$ cat config.mk
export PLATFORM = sky130hd
export DESIGN_NAME = ncs_expand
export DESIGN_NICKNAME = d
export VERILOG_FILES = /design/src/sv/ncs_pkg.sv /design/src/sv/ncs_expand.sv
export SDC_FILE = /design/constraint.sdc
export NUM_CORES = 1
export LEC_CHECK = 0
export BUFFER_PORTS_ARGS = -buffer_cell sky130_fd_sc_hd__buf_2
export CORE_ASPECT_RATIO = 1.25
export CORE_MARGIN = 8
export CORE_UTILIZATION = 60
export CTS_BUF_LIST = sky130_fd_sc_hd__clkbuf_4
export CTS_CLUSTER_SIZE = 40
export DETAILED_ROUTE_END_ITERATION = 8
export PLACE_DENSITY = 0.87
export SYNTH_ARGS = -nofsm -noshare
export SYNTH_HDL_FRONTEND = slang
export SYNTH_SLANG_ARGS = --single-unit
$ cat constraint.sdc
create_clock -name clock -period 4.75 [get_ports clock]
set_input_delay 0.95 -clock clock [delete_from_list [all_inputs] [get_ports clock]]
set_output_delay 0.95 -clock clock [all_outputs]
set_load 0.01 [all_outputs]
$ cat src/sv/ncs_pkg.sv
// Shared types, widths and bus constants of the NAND command sequencer.
// No dependencies; imported by all other files but the assertion header.
package ncs_pkg;

   // Field widths
   localparam int CMD_W      = 3;
   localparam int OFF_W      = 27;
   localparam int LEN_W      = 27;
   localparam int BYTE_W     = 8;
   localparam int SKIP_W     = 5;
   localparam int LOG_W      = 4;
   localparam int PPB_W      = 7;
   localparam int NBLK_W     = 13;
   localparam int CSR_IDX_W  = 2;
   localparam int CSR_DATA_W = 13;

   // Address arithmetic
   localparam int PAGE_W      = 19;   // page number of any offset
   localparam int COL_W       = 10;   // column within a page, spare included
   localparam int LIM_W       = 19;   // pages in the device, up to 2^18
   localparam int RECIP_W     = 26;   // ceil(2^25 / pages_per_block)
   localparam int RECIP_SHIFT = 25;
   localparam int DIV_A_W     = 24;   // offset with the low 3 or 4 bits removed
   localparam int DIV33_W     = 25;
   localparam int DIV33_SHIFT = 30;
   localparam logic [DIV33_W-1:0] DIV33_MULT = 25'd32537631; // (2^30-1)/33

   // Results per item
   localparam int IDX_W = 3;

   // Status byte bits
   localparam int STATUS_READY_BIT = 6;
   localparam int STATUS_FAIL_BIT  = 0;

   // Flash bus command bytes
   localparam logic [BYTE_W-1:0] BUS_READ_MAIN     = 8'h00;
   localparam logic [BYTE_W-1:0] BUS_READ_HALF2    = 8'h01;
   localparam logic [BYTE_W-1:0] BUS_PROG_CONFIRM  = 8'h10;
   localparam logic [BYTE_W-1:0] BUS_READ_SPARE    = 8'h50;
   localparam logic [BYTE_W-1:0] BUS_ERASE_SETUP   = 8'h60;
   localparam logic [BYTE_W-1:0] BUS_READ_STATUS   = 8'h70;
   localparam logic [BYTE_W-1:0] BUS_PROG_SETUP    = 8'h80;
   localparam logic [BYTE_W-1:0] BUS_ERASE_CONFIRM = 8'hd0;

   typedef enum logic [CMD_W-1:0] {
      CMD_ERASE      = 3'd0,
      CMD_PROG_BEGIN = 3'd1,
      CMD_PROG_DATA  = 3'd2,
      CMD_PROG_END   = 3'd3,
      CMD_READ_BEGIN = 3'd4,
      CMD_STATUS     = 3'd5
   } ncs_cmd_type;

   typedef enum logic [CSR_IDX_W-1:0] {
      REG_PAGE_LOG2       = 2'd0,
      REG_PAGES_PER_BLOCK = 2'd1,
      REG_BLOCK_COUNT     = 2'd2
   } ncs_reg_type;

   // What an item turns into once its address is decoded
   typedef enum logic [2:0] {
      KIND_NONE,
      KIND_ERASE,
      KIND_REJECT,
      KIND_PROG_BEGIN,
      KIND_DATA,
      KIND_PROG_END,
      KIND_READ,
      KIND_STATUS
   } ncs_kind_type;

   typedef struct packed {
      logic [CMD_W-1:0]  cmd;
      logic [OFF_W-1:0]  byte_offset;
      logic [LEN_W-1:0]  length;
      logic [BYTE_W-1:0] data_byte;
   } ncs_req_type;

   typedef struct packed {
      logic               big_page;  // 512 main bytes per page
      logic [PPB_W-1:0]   ppb;       // saturated pages per block
      logic [RECIP_W-1:0] recip;     // reciprocal of ppb
      logic [LIM_W-1:0]   lim;       // pages in the device
      logic               busy;      // reciprocal being recomputed
   } ncs_cfg_type;

   typedef struct packed {
      ncs_kind_type      kind;
      logic [BYTE_W-1:0] ptr;
      logic [BYTE_W-1:0] col_byte;
      logic [BYTE_W-1:0] page_lo;
      logic [BYTE_W-1:0] page_hi;
      logic [BYTE_W-1:0] data_byte;
      logic [SKIP_W-1:0] skip;
   } ncs_item_type;

   typedef struct packed {
      logic              cle;
      logic              ale;
      logic [BYTE_W-1:0] bus_byte;
      logic              bus_cycle;
      logic              done_res;
      logic              fail;
      logic [SKIP_W-1:0] skip_count;
      logic              last;
   } ncs_result_type;

endpackage

$ cat src/sv/ncs_expand.sv
// Result expander: holds one decoded item, emits its results one per cycle
// into the output register while it has room. Depends on ncs_pkg.
module ncs_expand import ncs_pkg::*; (
   input  logic           clock,
   input  logic           reset,
   input  logic           in_valid,
   input  ncs_item_type   in_item,
   input  logic           out_ready,
   output logic           adv,
   output logic           out_valid,
   output ncs_result_type out_res
);

   function automatic logic [IDX_W-1:0] result_count(input ncs_kind_type kind);
      logic [IDX_W-1:0] n;
      case (kind)
         KIND_ERASE:      n = 3'd5;
         KIND_PROG_BEGIN: n = 3'd5;
         KIND_READ:       n = 3'd4;
         KIND_PROG_END:   n = 3'd2;
         KIND_REJECT:     n = 3'd1;
         KIND_DATA:       n = 3'd1;
         KIND_STATUS:     n = 3'd1;
         default:         n = 3'd0;
      endcase
      return n;
   endfunction

   // Result number idx of an item
   function automatic ncs_result_type gen_result(input ncs_item_type it,
                                                 input logic [IDX_W-1:0] idx);
      ncs_result_type r;
      r           = '0;
      r.bus_cycle = 1'b1;
      case (it.kind)
         KIND_ERASE: begin
            case (idx)
               3'd0:    begin r.cle = 1'b1; r.bus_byte = BUS_ERASE_SETUP; end
               3'd1:    begin r.ale = 1'b1; r.bus_byte = it.page_lo; end
               3'd2:    begin r.ale = 1'b1; r.bus_byte = it.page_hi; end
               3'd3:    begin r.cle = 1'b1; r.bus_byte = BUS_ERASE_CONFIRM; end
               default: begin r.cle = 1'b1; r.bus_byte = BUS_READ_STATUS; end
            endcase
         end
         KIND_PROG_BEGIN: begin
            case (idx)
               3'd0:    begin r.cle = 1'b1; r.bus_byte = it.ptr; end
               3'd1:    begin r.cle = 1'b1; r.bus_byte = BUS_PROG_SETUP; end
               3'd2:    begin r.ale = 1'b1; r.bus_byte = it.col_byte; end
               3'd3:    begin r.ale = 1'b1; r.bus_byte = it.page_lo; end
               default: begin r.ale = 1'b1; r.bus_byte = it.page_hi; end
            endcase
         end
         KIND_READ: begin
            r.skip_count = it.skip;
            case (idx)
               3'd0:    begin r.cle = 1'b1; r.bus_byte = it.ptr; end
               3'd1:    begin r.ale = 1'b1; r.bus_byte = it.col_byte; end
               3'd2:    begin r.ale = 1'b1; r.bus_byte = it.page_lo; end
               default: begin r.ale = 1'b1; r.bus_byte = it.page_hi; end
            endcase
         end
         KIND_PROG_END: begin
            r.cle      = 1'b1;
            r.bus_byte = (idx == '0) ? BUS_PROG_CONFIRM : BUS_READ_STATUS;
         end
         KIND_DATA: r.bus_byte = it.data_byte;
         KIND_REJECT: begin
            r.bus_cycle = 1'b0;
            r.done_res  = 1'b1;
            r.fail      = 1'b1;
         end
         KIND_STATUS: begin
            r.bus_cycle = 1'b0;
            r.done_res  = it.data_byte[STATUS_READY_BIT];
            r.fail      = it.data_byte[STATUS_READY_BIT] & it.data_byte[STATUS_FAIL_BIT];
         end
         default: r.bus_cycle = 1'b0;
      endcase
      r.last = (idx == result_count(it.kind) - 3'd1);
      return r;
   endfunction

   logic             e_valid_ff, e_valid_in;
   ncs_item_type     e_item_ff, e_item_in;
   logic [IDX_W-1:0] e_idx_ff, e_idx_in;
   logic             o_valid_ff, o_valid_in;
   ncs_result_type   o_res_ff, o_res_in;
   logic             o_free, emit, e_last;

   // Emit control: the held item frees the pipeline on its final result
   always_comb begin
      e_last     = (e_idx_ff == result_count(e_item_ff.kind) - 3'd1);
      o_free     = !o_valid_ff || out_ready;
      emit       = e_valid_ff && o_free;
      adv        = !e_valid_ff || (emit && e_last);
      o_valid_in = emit ? 1'b1 : (out_ready ? 1'b0 : o_valid_ff);
      o_res_in   = emit ? gen_result(e_item_ff, e_idx_ff) : o_res_ff;
      e_valid_in = e_valid_ff;
      e_item_in  = e_item_ff;
      e_idx_in   = e_idx_ff;
      if (adv) begin
         e_valid_in = in_valid && (in_item.kind != KIND_NONE);
         e_item_in  = in_item;
         e_idx_in   = '0;
      end else if (emit) begin
         e_idx_in = e_idx_ff + 3'd1;
      end
   end

   always_ff @(posedge clock) begin
      if (reset) begin
         e_valid_ff <= 1'b0;
         e_idx_ff   <= '0;
         o_valid_ff <= 1'b0;
      end else begin
         e_valid_ff <= e_valid_in;
         e_idx_ff   <= e_idx_in;
         o_valid_ff <= o_valid_in;
      end
   end

   always_ff @(posedge clock) begin
      e_item_ff <= e_item_in;
      o_res_ff  <= o_res_in;
   end

   assign out_valid = o_valid_ff;
   assign out_res   = o_res_ff;

endmodule

==> metrics.yaml, run 1 <==
status:
  status: "finished, final reports clean"
detailed_routing:
  drt_iter0_drc: 510
  drc_errors: 0
  routed_wl_microns: 7190
  dr.pass1.iters: 6
  antenna_left: 0
  wl_per_cell_microns: 19.0
  via_per_inst: 6.39
  num_vias: 2414
setup_path:
  crit_required_ns: 3.80
  cpPeakStageDelay_ns: 0.65
  crit_arrival_ns: 2.64
  cp_cell_sequence: "xor2_1, a21oi_2, inv_1, ha_1, xnor2_1, xnor2_1, a41oi_1, inv_2, buf_2"
  cp_max_fo: 18
  crit_top_cell: "xnor2_1"
  critPathKind: "reg2out"
  crit_slowest_cell: "edfxtp_1"
  crit_family: "flip-flops"
  critPathBufInv: 3
  worst_setup_path_start_kind: "flip-flop"
  cp-end-kind: "primary output"
cells_and_area:
  layout_common_cells: "buf_2 (72), edfxtp_1 (67), a21oi_1 (17), a222oi_1 (15), nor2_1 (14)"
  drive_above_1_share: 0.299
  final_common_cell: "buf_2"
  antennaDiodeCount: 0
  utilization: 0.701
  syn_to_final_growth_pct: 15.2
  nNetsFinal: 367
  fillCellCount: 381
floorplanning:
  core_sq_mm: 0.00529
  start_util: 0.608
  ioPinCount: 73
  num_rows: 30
  die-area_sq_mm: 0.00798
  die_x_microns: 81.5
  die-height_microns: 97.9
synth:
  synth_compound_area_frac: 0.184
  ys_top_cells_by_area: "edfxtp_1 (63%), a222oi_1 (4.7%), dfxtp_1 (3.1%), a21oi_1 (2.6%), ha_1 (2.3%)"
  muxShareOfSynthArea: 0
  synth_edf_count: 67
  synth_top_area_frac: 0.625
  yosys.area_share.simple: 0.0894
  synth_seq_cells: 72
  syn-instance-count: 239
  synthArstFlopShare: 0
  ys_seq_area_frac: 0.656
  synthFlopType: "edfxtp_1"
  syn-cell-area_sq_mm: 0.00322
  syn_nets: 297
  synth.avg_cell_area_sq_um: 13.5
  synth_largest_area_cell: "edfxtp_1"
  yosysUniqueCellTypes: 49
  post_synth_fa_ha_maj_area_fraction: 0.0233
  yosysWarnings: 0
  synth_xor_area_frac: 0.0163
  synth_top_family_by_area: "compound AO/OA/AOI/OAI gates"
power:
  power_frac_clock: 0.223
  p_sw_w: 0.000411
  seq_power_share: 0.602
  p_per_area_mw_per_mm2: 385
  ir_drop_mv: 0.254
  p_leak_nw: 1.41
  p_int_w: 0.00102
  p_sw_frac: 0.288
  p_comb_frac: 0.175
sta:
  finClkSkew_ns: 0.00974
  rsz0062_at_grt: "false"
  setup-tns-final_ns: 0
  slew_viol_final: 0
  fin_crit_sh: 0.756
  fmax_mhz: 278
  hold_violations: 0
  setup_violations: 0
  worstMarginPinSlew_ns: 0.843
  slew_headroom: 0.437
  min_period_ns: 3.59
placed_design:
  dp_hpwl_microns: 5110
  portBuffers: 72
  routabilityCongestion: 0.895
global_route:
  grt_pass1_vias: 2384
  grt_usage: 0.182
  gr-usage-met2: 0.292
  use_met1: 0.209
  met3_usage: 0.0561
  overflow: 0
  grt_pass1_wl_microns: 11200
  busiest_layer: "met2"
  antenna_found_initial: 0
  grt_start_max_net_pins: 49
clocking:
  clock_path_buffers: 2
  clock_sinks: 72
  cts-root-buf: "clkbuf_4"
  cts_inserted_buffers: 9
  cts_tree: "built"
  worstSkewPairLatency_ns: 0.43
  cts_resized: 0
  htree_levels: 3
  cts_setup_buffers: 0
  cts_hold_buf: 0
  cts.reportedPaths.clkPinSlew_ns: 0.11
min_path:
  min_path_type: "reg2reg"
run:
  cap_violations: 0
==> registers in the layout (all words and copies together) (netlist names) <==
name,count
out_res,19
out_valid,1
e_idx_ff,3
e_item_ff,48
e_valid_ff,1
==> area by class of cell <==
class	count	area [sq um]	share of cell area
flip-flops and latches	72	2110	0.570
clock inverters	6	36.3	0.00978
well taps	64	80.1	0.0216
repair buffers	73	368	0.0992
multi-input cells	145	1010	0.272
clock buffers	10	75.1	0.0202
inverters	8	30.0	0.00810
==> Yosys cell counts (2+ instances only) <==
master,n
xnor2_1,4
o211ai_1,2
a32oi_1,2
buf_2,4
xor2_1,2
a211oi_1,4
and3_1,2
a21oi_1,17
o22ai_1,3
buf_1,3
nor3_1,2
dfxtp_1,5
nand2_1,12
nand2b_1,4
nor2b_1,5
clkbuf_1,5
o21ai_0,7
o221ai_1,5
nand3b_1,2
ha_1,6
inv_1,8
a22oi_1,6
a21boi_0,3
edfxtp_1,67
o21a_1,3
and2_1,5
nor2_1,14
a222oi_1,15
o2bb2ai_1,2
==> through the flow <==
step	total power (W)	hold WS, ns	cells	setup WS, ns	instance area (sq um)
floorplan	0.00103	0.467	239	1.18	3220
global placement	0.00111	0.502	362	1.68	3600
detailed placement	0.00112	0.502	362	1.62	3600
CTS	0.00143	0.525	378	1.13	3710
global route	0.00148	0.542	378	0.979	3710
finish	0.00143	0.521	378	1.16	3710
==> layer usage <==
| metal | vias up | share of wire |
|---|---|---|
| li1 | 1094 | - |
| met1 | 1111 | 0.36 |
| met2 | 179 | 0.51 |
| met3 | 30 | 0.098 |
| met4 | 0 | 0.029 |
| met5 | - | 0 |
==> tightest hold or removal path, cell delays in order (launching register included) <==
cell	delay [ns]
dfxtp_1	0.35
inv_1	0.08
a21oi_1	0.06
==> final timing paths <==
check / from / end / slack [ns] / cells past startpoint
worst min-delay path: e_valid_ff / out_valid / 0.52 / 2
worst max register to register: e_item_ff[46] / e_item_ff[44] / 1.84 / 9
worst min register to register: e_valid_ff / out_valid / 0.52 / 2
worst max-delay path: e_item_ff[46] / adv / 1.16 / 9
==> kinds of logic after synthesis <==
| family | after synthesis |
|---|---|
| AO/OA/AOI/OAI | 79 |
| flip-flops | 72 |
| AND/OR/NAND/NOR | 54 |
| buffers and inverters | 22 |
| XOR/XNOR | 6 |
| adder cells (fa/ha/maj) | 6 |
==> power groups by stage <==
stage / sequential (W) / clock, W / combinational [W]
finish: 0.000860 / 0.000318 / 0.000250
global route: 0.000868 / 0.000345 / 0.000269
CTS: 0.000858 / 0.000321 / 0.000249
detailed placement: 0.000872 / 0 / 0.000248
global placement: 0.000868 / 0 / 0.000239
floorplan: 0.000858 / 0 / 0.000168
Power figures use the tool's default switching activity.
==> inputs of run 2 (changes only) <==
- ABC_AREA: not set -> 1
- CORE_UTILIZATION: 60 -> 56
- PLACE_DENSITY: 0.87 -> 0.82
- clock period: 4.75 -> 3.69 ns (I/O delays scaled with it)
==> run 2 against run 1 <==
  * Count of clock-buffer cells in the layout grew 1
  * Critical path depth grew 2
  * Worst hold slack lost 0.035 ns
  * Via count grew 3.9%
  * Global-route usage shrank 0.96 points
  * Clock power grew 44%
  * First-iteration DRC count shrank 66%
  * Cell count grew 22%
  * Clock skew grew 0.0030 ns
  * Flip-flop and latch count is the same
  * Combinational power grew 6%
  * Highest routed layer unchanged
==> metrics.yaml, run 2 <==
status:
  status: "finished, final reports clean"
detailed_routing:
  via_per_inst: 5.43
  num_vias: 2509
  wl_per_cell_microns: 15.4
  drc_errors: 0
  routed_wl_microns: 7110
  dr.pass1.iters: 4
  antenna_left: 0
  drt_iter0_drc: 173
floorplanning:
  ioPinCount: 73
  die_x_microns: 85.5
  die-area_sq_mm: 0.00879
  num_rows: 31
  start_util: 0.581
  die-height_microns: 103
  core_sq_mm: 0.00582
synth:
  synth_largest_area_cell: "edfxtp_1"
  synth_seq_cells: 72
  yosysUniqueCellTypes: 37
  synth_top_area_frac: 0.596
  ys_top_cells_by_area: "edfxtp_1 (60%), nand2_1 (7.8%), inv_1 (4.6%), nand3_1 (3.1%), dfxtp_1 (3.0%)"
  syn-cell-area_sq_mm: 0.00338
  synth_common_cells: "nand2_1 (70), edfxtp_1 (67), inv_1 (41)"
  ys_seq_area_frac: 0.625
  synth_edf_count: 67
  synth.most_common_cell: "nand2_1"
  synthFlopType: "edfxtp_1"
  yosysWarnings: 0
  synthArstFlopShare: 0
  syn_nets: 368
  synth.avg_cell_area_sq_um: 10.9
  syn-instance-count: 310
cells_and_area:
  largest_register_ff_count: 48
  final_common_cell: "buf_2"
  drive_above_1_share: 0.270
  top_register: "e_item_ff"
  nNetsFinal: 449
  syn_to_final_growth_pct: 16.3
  layout_common_cells: "buf_2 (72), nand2_1 (69), edfxtp_1 (67), inv_1 (41), nand3_1 (21)"
  seqCellArea_sq_mm: 0.00211
  multi_input_area_sq_mm: 0.00104
  antennaDiodeCount: 0
  fillCellCount: 446
clocking:
  cts_resized: 0
  cts_hold_buf: 0
  cts_tree: "built"
  cts_setup_buffers: 0
  cts.reportedPaths.clkPinSlew_ns: 0.10
  worstSkewPairLatency_ns: 0.41
  cts-root-buf: "clkbuf_4"
  cts_inserted_buffers: 9
  htree_levels: 3
  clock_sinks: 72
  clock_path_buffers: 2
global_route:
  grt_usage: 0.173
  overflow: 0
  grt_pass1_wl_microns: 11500
  grt_pass1_vias: 2560
  antenna_found_initial: 0
  grt_start_max_net_pins: 27
setup_path:
  crit_arrival_ns: 2.38
  cp-end-kind: "primary output"
  crit_required_ns: 2.95
  worst_setup_path_start_kind: "flip-flop"
  cp_max_fo: 9
  critPathKind: "reg2out"
sta:
  min_period_ns: 3.12
  setup-tns-final_ns: 0
  hold_violations: 0
  fin_crit_sh: 0.846
  finClkSkew_ns: 0.0128
  slew_viol_final: 0
  rsz0062_at_grt: "false"
  setup_ws_ns: 0.568
  fmax_mhz: 320
  worstMarginPinSlew_ns: 0.462
  setup_violations: 0
  slew_headroom: 0.691
  holdWs_ns: 0.486
placed_design:
  dp_hpwl_microns: 5400
  portBuffers: 72
  routabilityCongestion: 0.904
  dp_slack_ns: 1.02
min_path:
  min_path_type: "in2reg"
run:
  cap_violations: 0
power:
  p_per_area_mw_per_mm2: 446
  ir_drop_mv: 0.312
  p_leak_nw: 1.72
[run 2: layout make-up]
cell class	count	share of cell area
Sequential cell	72	0.537
Multi-Input combinational cell	185	0.264
Timing Repair Buffer	76	0.0993
Inverter	47	0.0455
Clock buffer	11	0.0210
Tap cell	66	0.0210
Clock inverter	5	0.0121
[run 2: kinds of logic (layout without fill, tap and decap cells)]
| family | count (synthesis) | after routing | share of synthesized area |
|---|---|---|---|
| AND/OR/NAND/NOR | 128 | 128 | 0.183 |
| flip-flops | 72 | 72 | 0.625 |
| buffers and inverters | 53 | 139 | 0.0689 |
| AO/OA/AOI/OAI | 48 | 48 | 0.0926 |
| adder cells (fa/ha/maj) | 6 | 6 | 0.0222 |
| XOR/XNOR | 3 | 3 | 0.00778 |
[run 2: worst max-delay path, cell delays in order, from the launching register on]
cell and delay [ns]:
edfxtp_1 0.51, inv_1 0.15, nand3_1 0.14, nand3_1 0.14, inv_1 0.05, ha_1 0.21, xnor2_1 0.17, nand3_1 0.10
nand2_1 0.08, nand4_1 0.13, nand2_2 0.14, buf_2 0.15
[run 2: where the power goes]
part | total (W) | internal, W | switching (W)
logic | 0.000266 | 0.0000954 | 0.000170
registers | 0.00103 | 0.000996 | 0.0000343
clock network | 0.000459 | 0.000216 | 0.000243
[run 2: through the flow]
| step | instance area (sq um) | util | cells | power (W) |
|---|---|---|---|---|
| 2_1_floorplan | 3380 | - | 310 | 0.00121 |
| 3_5_place_dp | 3800 | 0.653 | 446 | 0.00131 |
| 3_3_place_gp | 3800 | 0.653 | 446 | 0.00130 |
| 5_1_grt | 3930 | 0.675 | 462 | 0.00184 |
| 4_1_cts | 3930 | 0.675 | 462 | 0.00176 |
| 6_report | 3930 | 0.675 | 462 | 0.00175 |
[run 2: path summary, 6_finish.rpt]
| check | cells after the start | start | endpoint | slack, ns |
|---|---|---|---|---|
| min reg2reg | 2 | out_valid | out_valid | 0.49 |
| max | 11 | e_item_ff[45] | adv | 0.57 |
| max reg2reg | 11 | e_item_ff[45] | e_item_ff[42] | 1.20 |
| min | 2 | reset | out_valid | 0.49 |
[run 2: metal layers]
metal  wire length, microns  GRT usage  part of all wire
met5                      0          0                 0
met4                    180      0.100             0.025
met3                    562     0.0534             0.079
met2                   3620      0.305              0.51
met1                   2740      0.178              0.39
