### src/sv/ncs_pkg.sv
// Shared types, widths and bus constants of the NAND command sequencer.
// No dependencies; imported by all other files but the assertion header.
package ncs_pkg;

   // Field widths
   localparam int CMD_W      = 3;
   localparam int OFF_W      = 27;
   localparam int LEN_W      = 27;
   localparam int BYTE_W     = 8;
   localparam int SKIP_W     = 5;
   localparam int LOG_W      = 4;
   localparam int PPB_W      = 7;
   localparam int NBLK_W     = 13;
   localparam int CSR_IDX_W  = 2;
   localparam int CSR_DATA_W = 13;

   // Address arithmetic
   localparam int PAGE_W      = 19;   // page number of any offset
   localparam int COL_W       = 10;   // column within a page, spare included
   localparam int LIM_W       = 19;   // pages in the device, up to 2^18
   localparam int RECIP_W     = 26;   // ceil(2^25 / pages_per_block)
   localparam int RECIP_SHIFT = 25;
   localparam int DIV_A_W     = 24;   // offset with the low 3 or 4 bits removed
   localparam int DIV33_W     = 25;
   localparam int DIV33_SHIFT = 30;
   localparam logic [DIV33_W-1:0] DIV33_MULT = 25'd32537631; // (2^30-1)/33

   // Results per item
   localparam int IDX_W = 3;

   // Status byte bits
   localparam int STATUS_READY_BIT = 6;
   localparam int STATUS_FAIL_BIT  = 0;

   // Flash bus command bytes
   localparam logic [BYTE_W-1:0] BUS_READ_MAIN     = 8'h00;
   localparam logic [BYTE_W-1:0] BUS_READ_HALF2    = 8'h01;
   localparam logic [BYTE_W-1:0] BUS_PROG_CONFIRM  = 8'h10;
   localparam logic [BYTE_W-1:0] BUS_READ_SPARE    = 8'h50;
   localparam logic [BYTE_W-1:0] BUS_ERASE_SETUP   = 8'h60;
   localparam logic [BYTE_W-1:0] BUS_READ_STATUS   = 8'h70;
   localparam logic [BYTE_W-1:0] BUS_PROG_SETUP    = 8'h80;
   localparam logic [BYTE_W-1:0] BUS_ERASE_CONFIRM = 8'hd0;

   typedef enum logic [CMD_W-1:0] {
      CMD_ERASE      = 3'd0,
      CMD_PROG_BEGIN = 3'd1,
      CMD_PROG_DATA  = 3'd2,
      CMD_PROG_END   = 3'd3,
      CMD_READ_BEGIN = 3'd4,
      CMD_STATUS     = 3'd5
   } ncs_cmd_type;

   typedef enum logic [CSR_IDX_W-1:0] {
      REG_PAGE_LOG2       = 2'd0,
      REG_PAGES_PER_BLOCK = 2'd1,
      REG_BLOCK_COUNT     = 2'd2
   } ncs_reg_type;

   // What an item turns into once its address is decoded
   typedef enum logic [2:0] {
      KIND_NONE,
      KIND_ERASE,
      KIND_REJECT,
      KIND_PROG_BEGIN,
      KIND_DATA,
      KIND_PROG_END,
      KIND_READ,
      KIND_STATUS
   } ncs_kind_type;

   typedef struct packed {
      logic [CMD_W-1:0]  cmd;
      logic [OFF_W-1:0]  byte_offset;
      logic [LEN_W-1:0]  length;
      logic [BYTE_W-1:0] data_byte;
   } ncs_req_type;

   typedef struct packed {
      logic               big_page;  // 512 main bytes per page
      logic [PPB_W-1:0]   ppb;       // saturated pages per block
      logic [RECIP_W-1:0] recip;     // reciprocal of ppb
      logic [LIM_W-1:0]   lim;       // pages in the device
      logic               busy;      // reciprocal being recomputed
   } ncs_cfg_type;

   typedef struct packed {
      ncs_kind_type      kind;
      logic [BYTE_W-1:0] ptr;
      logic [BYTE_W-1:0] col_byte;
      logic [BYTE_W-1:0] page_lo;
      logic [BYTE_W-1:0] page_hi;
      logic [BYTE_W-1:0] data_byte;
      logic [SKIP_W-1:0] skip;
   } ncs_item_type;

   typedef struct packed {
      logic              cle;
      logic              ale;
      logic [BYTE_W-1:0] bus_byte;
      logic              bus_cycle;
      logic              done_res;
      logic              fail;
      logic [SKIP_W-1:0] skip_count;
      logic              last;
   } ncs_result_type;

endpackage

### src/sv/ncs_if.sv


interface ncs_csr_if import ncs_pkg::*; ();
   logic                  valid;
   logic                  ready;
   logic [CSR_IDX_W-1:0]  reg_index;
   logic [CSR_DATA_W-1:0] wdata;

   modport source (output valid, reg_index, wdata, input ready);
   modport sink   (input valid, reg_index, wdata, output ready);
endinterface

### src/sv/ncs_cfg.sv
// Configuration registers with saturation, device page limit and the
// pages-per-block reciprocal unit. Depends on ncs_pkg and ncs_csr_if.
module ncs_cfg import ncs_pkg::*; (
   input  logic        clock,
   input  logic        reset,
   ncs_csr_if.sink     csr_chan,
   output ncs_cfg_type cfg
);

   localparam logic [PPB_W-1:0]  PPB_MAX     = 7'd64;
   localparam logic [NBLK_W-1:0] NBLK_MAX    = 13'd4096;
   localparam logic [LOG_W-1:0]  LOG_BIG     = 4'd9;
   localparam logic [4:0]        RECIP_LAST  = 5'(RECIP_SHIFT - 1);

   logic [LOG_W-1:0]        log_ff, log_in;
   logic [PPB_W-1:0]        ppb_raw_ff, ppb_raw_in;
   logic [NBLK_W-1:0]       nblk_raw_ff, nblk_raw_in;
   logic [PPB_W-1:0]        ppb_sat;
   logic [NBLK_W-1:0]       nblk_sat;
   logic [PPB_W+NBLK_W-1:0] lim_prod;
   logic [LIM_W-1:0]        lim_ff, lim_in;
   logic                    busy_ff, busy_in;
   logic [4:0]              step_ff, step_in;
   logic [PPB_W-1:0]        rem_ff, rem_in;
   logic [RECIP_SHIFT-1:0]  quo_ff, quo_in;
   logic [RECIP_W-1:0]      recip_ff, recip_in;
   logic [PPB_W:0]          rem_sh;
   logic                    ppb_write;

   assign csr_chan.ready = 1'b1;

   // Register writes
   always_comb begin
      log_in      = log_ff;
      ppb_raw_in  = ppb_raw_ff;
      nblk_raw_in = nblk_raw_ff;
      ppb_write   = 1'b0;
      if (csr_chan.valid) begin
         case (ncs_reg_type'(csr_chan.reg_index))
            REG_PAGE_LOG2:       log_in = csr_chan.wdata[LOG_W-1:0];
            REG_PAGES_PER_BLOCK: begin
               ppb_raw_in = csr_chan.wdata[PPB_W-1:0];
               ppb_write  = 1'b1;
            end
            REG_BLOCK_COUNT:     nblk_raw_in = csr_chan.wdata[NBLK_W-1:0];
            default:             ;
         endcase
      end
   end

   // Saturate to the legal ranges
   always_comb begin
      if (ppb_raw_ff == '0) begin
         ppb_sat = PPB_W'(1);
      end else if (ppb_raw_ff > PPB_MAX) begin
         ppb_sat = PPB_MAX;
      end else begin
         ppb_sat = ppb_raw_ff;
      end
      if (nblk_raw_ff == '0) begin
         nblk_sat = NBLK_W'(1);
      end else if (nblk_raw_ff > NBLK_MAX) begin
         nblk_sat = NBLK_MAX;
      end else begin
         nblk_sat = nblk_raw_ff;
      end
   end

   // Device size in pages, updated in the cycle after the registers
   assign lim_prod = {{NBLK_W{1'b0}}, ppb_sat} * {{PPB_W{1'b0}}, nblk_sat};
   assign lim_in   = lim_prod[LIM_W-1:0];

   // Restoring division of 2^25-1 by ppb, one quotient bit per cycle;
   // the reciprocal is that quotient plus one.
   always_comb begin
      busy_in  = busy_ff;
      step_in  = step_ff;
      rem_in   = rem_ff;
      quo_in   = quo_ff;
      recip_in = recip_ff;
      rem_sh   = {rem_ff, 1'b1};
      if (ppb_write) begin
         busy_in = 1'b1;
         step_in = '0;
         rem_in  = '0;
         quo_in  = '0;
      end else if (busy_ff) begin
         if (rem_sh >= {1'b0, ppb_sat}) begin
            rem_sh = rem_sh - {1'b0, ppb_sat};
            quo_in = {quo_ff[RECIP_SHIFT-2:0], 1'b1};
         end else begin
            quo_in = {quo_ff[RECIP_SHIFT-2:0], 1'b0};
         end
         rem_in  = rem_sh[PPB_W-1:0];
         step_in = step_ff + 5'd1;
         if (step_ff == RECIP_LAST) begin
            busy_in  = 1'b0;
            recip_in = {1'b0, quo_in} + RECIP_W'(1);
         end
      end
   end

   always_ff @(posedge clock) begin
      if (reset) begin
         log_ff      <= LOG_BIG;
         ppb_raw_ff  <= 7'd16;
         nblk_raw_ff <= 13'd1024;
         busy_ff     <= 1'b1;
         step_ff     <= '0;
         rem_ff      <= '0;
         quo_ff      <= '0;
      end else begin
         log_ff      <= log_in;
         ppb_raw_ff  <= ppb_raw_in;
         nblk_raw_ff <= nblk_raw_in;
         busy_ff     <= busy_in;
         step_ff     <= step_in;
         rem_ff      <= rem_in;
         quo_ff      <= quo_in;
      end
   end

   always_ff @(posedge clock) begin
      lim_ff   <= lim_in;
      recip_ff <= recip_in;
   end

   always_comb begin
      cfg.big_page = (log_ff >= LOG_BIG);
      cfg.ppb      = ppb_sat;
      cfg.recip    = recip_ff;
      cfg.lim      = lim_ff;
      cfg.busy     = busy_ff;
   end

endmodule

### src/flat_wrapper.sv
// flat-port wrapper written by rule: the top's interface ports become plain ports
module ncs_cfg_flat import ncs_pkg::*;
  (clock, reset, cfg, csr_chan_valid, csr_chan_reg_index, csr_chan_wdata, csr_chan_ready);
  ncs_csr_if csr_chan_i ();
  input  logic clock;
  input  logic reset;
  output ncs_cfg_type cfg;
  input wire logic [$bits(csr_chan_i.valid)-1:0] csr_chan_valid;
  input wire logic [$bits(csr_chan_i.reg_index)-1:0] csr_chan_reg_index;
  input wire logic [$bits(csr_chan_i.wdata)-1:0] csr_chan_wdata;
  output wire logic [$bits(csr_chan_i.ready)-1:0] csr_chan_ready;
  assign csr_chan_i.valid = csr_chan_valid;
  assign csr_chan_i.reg_index = csr_chan_reg_index;
  assign csr_chan_i.wdata = csr_chan_wdata;
  assign csr_chan_ready = csr_chan_i.ready;
  ncs_cfg u_core (.clock(clock), .reset(reset), .csr_chan(csr_chan_i), .cfg(cfg));
endmodule
### config.mk
export PLATFORM = sky130hd
export DESIGN_NAME = ncs_cfg_flat
export DESIGN_NICKNAME = d
export VERILOG_FILES = /design/src/sv/ncs_pkg.sv /design/src/sv/ncs_if.sv /design/src/sv/ncs_cfg.sv /design/src/flat_wrapper.sv
export SDC_FILE = /design/constraint.sdc
export NUM_CORES = 1
export LEC_CHECK = 0
export ABC_AREA = 0
export BUFFER_PORTS_ARGS = -buffer_cell sky130_fd_sc_hd__buf_2
export CORE_AREA = 3 3 147 149
export CTS_CLUSTER_SIZE = 40
export DETAILED_ROUTE_END_ITERATION = 8
export DIE_AREA = 0 0 150 152
export PLACE_DENSITY = 0.56
export SETUP_SLACK_MARGIN = 0.3
export SLEW_MARGIN = 10
export SYNTH_ARGS = -nofsm -noshare
export SYNTH_HDL_FRONTEND = slang
export SYNTH_SLANG_ARGS = --single-unit
### constraint.sdc
create_clock -name clock -period 8.3 [get_ports clock]
set_clock_uncertainty 0.15 [all_clocks]
set_input_delay 1.66 -clock clock [delete_from_list [all_inputs] [get_ports clock]]
set_output_delay 1.66 -clock clock [all_outputs]
set_load 0.01 [all_outputs]
==> results of run 1 <==
==> synthesized netlist by cell type, drive strengths merged (2+ instances only) <==
master and count:
and4 3, a211oi 4, or2 4, a21oi 26, o21a 4, ha 45, o31ai 2, clkinv 2
xor2 18, nand3 12, o22ai 2, edfxtp 26, nand3b 3, buf 10, o31a 3, a211o 3
and2 15, nor2 103, and2b 3, fa 54, clkbuf 18, nand2b 11, and3 6, mux2i 37
nor4 3, nor3 9, nor2b 13, xnor2 28, inv 81, nand2 78, dfxtp 80, o21ai 12
a21o 6, or4 2, or3 2, nand4 12
==> flip-flops by register name (all words and copies together), names as in the netlist <==
| signal | count |
|---|---|
| u_core.step_ff | 5 |
| u_core.ppb_raw_ff | 7 |
| u_core.lim_ff | 19 |
| u_core.rem_ff | 7 |
| u_core.nblk_raw_ff | 13 |
| u_core.log_ff | 4 |
| u_core.busy_ff | 1 |
| u_core.recip_ff | 26 |
| u_core.quo_ff | 24 |
==> where the power goes <==
| part | switching [W] | internal, W |
|---|---|---|
| sequential | 0.0000271 | 0.000558 |
| combinational | 0.000155 | 0.000103 |
| clock | 0.000229 | 0.000219 |
| total | 0.000411 | 0.000879 |
==> cell families (layout without fill, tap and decap cells) <==
| family | count (synthesis) | count (layout) |
|---|---|---|
| fa+ha+maj | 99 | 99 |
| flops | 106 | 106 |
| simple gates | 281 | 281 |
| compound gates | 72 | 72 |
| mux | 37 | 37 |
| buf+inv | 112 | 171 |
| other cells | 1 | 1 |
| xor+xnor | 46 | 46 |
==> placed cells by master, fill, tap and decap left out, drive strengths merged, types with 2 or more instances in the layout <==
cell type and n:
a211o 3, a211oi 4, a21o 6, a21oi 26, and2 15, and2b 3
and3 6, and4 3, buf 72, clkbuf 9, clkinv 6, dfxtp 80
edfxtp 26, fa 54, ha 45, inv 84, mux2i 37, nand2 78
nand2b 11, nand3 12, nand3b 3, nand4 12, nor2 103, nor2b 13
nor3 9, nor4 3, o21a 4, o21ai 12, o22ai 2, o31a 3
o31ai 2, or2 4, or3 2, or4 2, xnor2 28, xor2 18
==> worst max-delay path, cell delays in order, from the launching register on <==
cell       delay, ps
dfxtp_1          780
nor2_1           340
and2_1           280
fa_1             510
fa_1             520
fa_1             550
inv_1             50
fa_1             520
inv_1             40
ha_1             390
and3_1           230
a221oi_1         300
o21ai_1          170
a2111oi_0        450
nor3_1           130
xor2_1           160
==> worst min path at each step <==
stage / from / end / slack (ps) / depth (start not counted)
6_report: u_core.nblk_raw_ff[0]$_SDFFE_PP0P_ / u_core.nblk_raw_ff[0]$_SDFFE_PP0P_ / 340 / 2
5_1_grt: u_core.nblk_raw_ff[0]$_SDFFE_PP0P_ / u_core.nblk_raw_ff[0]$_SDFFE_PP0P_ / 370 / 2
4_1_cts: u_core.nblk_raw_ff[0]$_SDFFE_PP0P_ / u_core.nblk_raw_ff[0]$_SDFFE_PP0P_ / 340 / 2
3_5_place_dp: u_core.nblk_raw_ff[0]$_SDFFE_PP0P_ / u_core.nblk_raw_ff[0]$_SDFFE_PP0P_ / 330 / 2
3_3_place_gp: u_core.rem_ff[6]$_SDFFE_PP0P_ / u_core.rem_ff[6]$_SDFFE_PP0P_ / 320 / 2
2_1_floorplan: u_core.nblk_raw_ff[0]$_SDFFE_PP0P_ / u_core.nblk_raw_ff[0]$_SDFFE_PP0P_ / 300 / 2
==> per-stage QoR <==
stage | std cells | worst slack [ps] | utilization | hold slack (ps) | cell area [um^2]
after global placement | 1067 | 2720 | 0.378 | 322 | 7670
after floorplan | 754 | 2930 | - | 296 | 7120
final | 1083 | 2620 | 0.393 | 341 | 7990
after global routing | 1083 | 2000 | 0.393 | 371 | 7990
after detailed placement | 1067 | 2610 | 0.378 | 331 | 7670
after CTS | 1083 | 2590 | 0.393 | 343 | 7980
==> cell type report <==
| type | count | area share |
|---|---|---|
| Inverter | 83 | 0.0390 |
| Multi-Input combinational cell | 536 | 0.535 |
| Sequential cell | 106 | 0.298 |
| Clock buffer | 9 | 0.0282 |
| Clock inverter | 7 | 0.0114 |
| Tap cell | 270 | 0.0423 |
| Timing Repair Buffer | 72 | 0.0454 |
==> metal layers <==
metal | vias to the layer above | GRT usage | share of wire | wire length, um
li1 | 2564 | - | - | -
met1 | 2409 | 0.196 | 0.50 | 7390
met2 | 96 | 0.218 | 0.45 | 6720
met3 | 10 | 0.0238 | 0.037 | 552
met4 | 0 | 0.0305 | 0.011 | 164
met5 | - | 0 | 0 | 0
==> impl_metrics.yaml, run 1 <==
worst_setup_path:
  cp.required_ps: 8390
  end_kind: "flop"
  ff2ff_path_depth: 15
  arrival_ps: 5760
  startpoint: "u_core.nblk_raw_ff[12]$_SDFFE_PP0P_"
  rr_startpoint: "u_core.nblk_raw_ff[12]$_SDFFE_PP0P_"
  startpoint_type: "flop"
  crit_end: "u_core.lim_ff[16]$_DFF_P_"
  path_class: "flop to flop"
  crit_path_max_fanout: 26
  timing.rr.end: "u_core.lim_ff[16]$_DFF_P_"
  r2r_slack_ps: 2620
die:
  die_y_um: 152
  rows: 52
  num_io_pins: 73
  dieArea_um2: 22800
  die_w_um: 150
  initial_core_util: 0.351
  core-area_um2: 20300
flow_run:
  drv_cap: 0
final_layout:
  fin_nets: 925
  syn2layout_area_growth_pct: 12.1
  drive_gt1_frac: 0.137
  diodes: 0
  multi_input_area_um2: 4270
  fillers: 2083
  regArea_um2: 2380
logic_synthesis:
  yosys.area_share.adder: 0.231
  synth_top_flop_cell: "dfxtp_1"
  synth.largest_area_cell: "dfxtp_1"
  synth_compound_area_frac: 0.0706
  yosys.area_share.simple: 0.189
  avgSynthCellArea_um2: 9.45
  synth_warnings: 0
  synth.net_count: 871
  yosysSeqAreaShare: 0.335
  synth_top_family_by_area: "adder cells"
  synth.distinct_cells: 60
  synth_area_leaders: "dfxtp_1, fa_1, edfxtp_1"
  yosys_register_bits: 106
  synth_area_um2: 7120
  muxShareOfSynthArea: 0.0520
  synth_edf_count: 26
  synth_top_area_share: 0.225
  async_flop_share: 0
  syn-instance-count: 754
  synth_xor_area_frac: 0.0566
sta:
  drv_slew: 0
  fin_crit_ps: 5680
  rsz0062_at_grt: "no"
  setup-violations-final: 0
  max_freq_mhz: 176
  tns_ps: 0
  finalHoldViolations: 0
  finalCritPeriodShare: 0.684
  relSlewSlack: 0.442
  max_slew.worst_pin.slew_ps: 836
hold_path:
  worstHoldPathType: "flop to flop"
drt:
  route.detailed.drc: 0
  first_iter_violations: 208
  avgViaCountPerCell: 4.69
  vias: 5079
  routed_wirelength_mm: 14.8
  wl_per_cell_um: 13.7
  firstDrtPassIters: 4
  ant_nets: 0
power:
  ir_worst_vdd_mv: 0.110
  p_leak_nw: 3.78
  p_per_area_nw_per_um2: 162
  total_power_w: 0.00129
global_route:
  track_usage: 0.137
  grt_max_degree: 45
  overflow: 0
  antenna_found_initial: 0
  grt_pass1_wl_mm: 25.8
  grt_pass1_vias: 5128
clock_tree:
  ctsHoldBuffers: 0
  cts_tree: "built"
  htreeDepth: 3
  clkSlewWorstSetupHoldPaths_ps: 80
  clock_latency_ps: 360
  cts.sinks: 106
  cts_resized: 0
  clk_path_buf_depth: 2
  cts_setup_buffers: 0
  root_buffer: "clkbuf_16"
  cts-buffers-inserted: 9
placed_design:
  io_buffers: 71
  dp_hpwl_mm: 11.3
  gp_congestion: 0.810
run_status:
  status: "complete, no violations"
(Power assumes the default switching activity.)
==> run 2: changes to the inputs <==
Settings changed: ABC_AREA 0 to 1, CORE_AREA 3 3 147 149 to 3 3 149 151, DIE_AREA 0 0 150 152 to 0 0 152 154, PLACE_DENSITY 0.56 to 0.57.
Clock period 8.3 ns to 4.7 ns, I/O delays scaled along.
==> run 2 against run 1 <==
  * Via count rose by 25%
  * Critical path depth rose by 7
  * Power rose by 100%
  * Area after synthesis rose by 2.4%
  * Hold slack got worse by 19 ps
  * Final area rose by 22%
  * Setup slack got worse by 2500 ps
  * Register-to-register slack got worse by 2500 ps
  * First-iteration DRC count rose by 42%
  * Global-route usage rose by 1.9 points
==> impl_metrics.yaml, run 2 <==
run_status:
  status: "complete, no violations"
global_route:
  grt_pass1_wl_mm: 30.5
  grt_pass1_vias: 6346
  gr-usage-met2: 0.257
  grt_max_degree: 47
  overflow: 0
  antenna_found_initial: 0
  met3_usage: 0.0287
  grt.met1_usage: 0.210
  busiest_layer: "met2"
  track_usage: 0.156
worst_setup_path:
  ff2ff_path_depth: 22
  crit_chain: "nor4_4 > nand3_2 > nand2_4 > buf_6 > nand2_4 > inv_2 > nand2_2 > fa_1 > fa_1 > inv_1 > fa_1 > inv_1 > fa_1 > inv_2 > ha_4 > nand2_4 > nor2_4 > nand2_1 > o211ai_1 > nand3_1 > nand3_1 > nand2_1"
  max_stage_delay_ps: 510
  critical_path_depth: 22
  end_kind: "flop"
  crit_path_max_fanout: 6
  path_class: "flop to flop"
  cp.required_ps: 4810
  r2r_slack_ps: 90
  path_buf_inv: 5
  critPathTopFamily: "adder cells"
  startpoint_type: "flop"
  cp_common_cell: "fa_1"
  crit_path_top_delay_cell: "fa_1"
  arrival_ps: 4720
drt:
  ant_nets: 0
  route.detailed.drc: 0
  wl_per_cell_um: 13.4
  vias: 6368
  routed_wirelength_mm: 18.1
  firstDrtPassIters: 4
  avgViaCountPerCell: 4.70
  first_iter_violations: 296
die:
  rows: 53
  core-area_um2: 21000
  die_y_um: 154
  num_io_pins: 73
  die_w_um: 152
  initial_core_util: 0.348
  dieArea_um2: 23400
power:
  p_leak_nw: 4.58
  ir_worst_vdd_mv: 0.176
  pwr-share-clk: 0.309
  combinationalPowerShare: 0.290
  switchingPower_w: 0.000893
  internal_power_w: 0.00169
  p_sw_frac: 0.345
  p_per_area_nw_per_um2: 265
  total_power_w: 0.00259
  seqPwrFrac: 0.401
logic_synthesis:
  synth.most_common_cell: "nand2_1"
  synth_top_flop_cell: "dfxtp_1"
  synth_area_um2: 7290
  synth.distinct_cells: 41
  yosysSeqAreaShare: 0.327
  async_flop_share: 0
  synth_warnings: 0
  syn-instance-count: 925
  synthTopCellsByCount: "nand2_1, nor2_1, inv_1, dfxtp_1, a21oi_1"
  synth.largest_area_cell: "dfxtp_1"
  yosys_register_bits: 106
  synth.net_count: 1042
  synth_edf_count: 26
  avgSynthCellArea_um2: 7.88
  synth_area_leaders: "dfxtp_1, fa_1, edfxtp_1"
  synth_top_area_share: 0.220
sta:
  fin_crit_ps: 4610
  rsz0062_at_grt: "yes"
  drv_slew: 0
  finalCritPeriodShare: 0.980
  finalHoldViolations: 0
  setup-violations-final: 0
  max_freq_mhz: 217
  setup_ws_ps: 93.7
  relSlewSlack: 0.473
  max_slew.worst_pin.slew_ps: 790
final_layout:
  largest_registers: "u_core.recip_ff (26), u_core.quo_ff (24), u_core.lim_ff (19)"
  regMostFlops: "u_core.recip_ff"
  regArea_um2: 2390
  diodes: 0
  multi_input_area_um2: 5080
  final_common_cell: "nand2_1"
  fillers: 2051
  fin_nets: 1193
  drive_gt1_frac: 0.309
  fin_cells: 1356
  syn2layout_area_growth_pct: 33.8
  layout.cells.most_common_list: "nand2_1, nor2_1, inv_1, buf_4, dfxtp_1"
  largest_reg_flops: 26
  stdcell_area_um2: 9750
clock_tree:
  ctsHoldBuffers: 0
  cts.sinks: 106
  clock_latency_ps: 360
  cts_tree: "built"
  clkSlewWorstSetupHoldPaths_ps: 80
  root_buffer: "clkbuf_16"
  cts-buffers-inserted: 9
  clk_path_buf_depth: 2
  htreeDepth: 3
placed_design:
  io_buffers: 71
  placed_area_um2: 8540
  dp_cells: 1314
  dp_hpwl_mm: 13.4
  pre_cts_ws_ps: -136
  gp_congestion: 0.874
hold_path:
  worstHoldPathType: "flop to flop"
  whs_path_depth: 2
flow_run:
  drv_cap: 0
## run 2: timing repair
item	in CTS	in global routing
gates resized for setup	154	20
buffers inserted	24	2
pin swaps	83	24
setup endpoints to repair	12	14
hold endpoints to repair	0	0
## run 2: path summary, 6_finish.rpt
check / startpoint / to
worst min register to register: u_core.log_ff[0]$_SDFFE_PP1P_ / u_core.log_ff[0]$_SDFFE_PP1P_
worst min-delay path: u_core.log_ff[0]$_SDFFE_PP1P_ / u_core.log_ff[0]$_SDFFE_PP1P_
worst max register to register: u_core.nblk_raw_ff[7]$_SDFFE_PP0P_ / u_core.lim_ff[18]$_DFF_P_
worst max-delay path: u_core.nblk_raw_ff[7]$_SDFFE_PP0P_ / u_core.lim_ff[18]$_DFF_P_
## run 2: stage by stage
stage | TNS, ps | util | hold slack [ps]
2_1_floorplan | 0 | - | 279
3_5_place_dp | -718 | 0.408 | 304
5_1_grt | -680 | 0.465 | 354
6_report | 0 | 0.465 | 323
3_3_place_gp | -416 | 0.408 | 298
4_1_cts | 0 | 0.459 | 324
## run 2: layout make-up
class / count / area share
multi-input cells: 662 / 0.521
flip-flops and latches: 106 / 0.245
repair buffers: 168 / 0.117
inverters: 129 / 0.0498
well taps: 275 / 0.0353
clock buffers: 9 / 0.0231
clock inverters: 7 / 0.00962
## run 2: power groups by stage
stage / clock network, W / registers [W] / logic (W)
2_1_floorplan: 0 / 0.00106 / 0.000474
3_3_place_gp: 0 / 0.00105 / 0.000647
3_5_place_dp: 0 / 0.00105 / 0.000660
4_1_cts: 0.000829 / 0.00104 / 0.000745
5_1_grt: 0.000856 / 0.00105 / 0.000848
6_report: 0.000800 / 0.00104 / 0.000750
## run 2: cells by family (layout without fill, tap and decap cells)
| kind of cell | count (synthesis) | in the layout | synth area share |
|---|---|---|---|
| AOI/OAI and AO/OA | 102 | 102 | 0.0752 |
| xor gates and xnor gates | 36 | 36 | 0.0432 |
| adders and majority gates | 99 | 99 | 0.225 |
| buffers and inverters | 157 | 313 | 0.0854 |
| DFF | 106 | 106 | 0.327 |
| other | 1 | 1 | 0.000514 |
| and+or+nand+nor | 424 | 424 | 0.243 |
## run 2: worst register-to-register path: stages, from the launching register on
cell and delay [ps]:
dfxtp_2 340, nor4_4 300, nand3_2 140, nand2_4 140
buf_6 150, nand2_4 60, inv_2 60, nand2_2 50
fa_1 510, fa_1 510, inv_1 50, fa_1 470
inv_1 50, fa_1 510, inv_2 40, ha_4 320
nand2_4 60, nor2_4 80, nand2_1 60, o211ai_1 140
nand3_1 170, nand3_1 100, nand2_1 50
## run 2: per-layer routing
layer,share of wire,wire [um]
met1,0.47,8550
met2,0.47,8550
met3,0.039,710
met4,0.016,289
met5,0,0
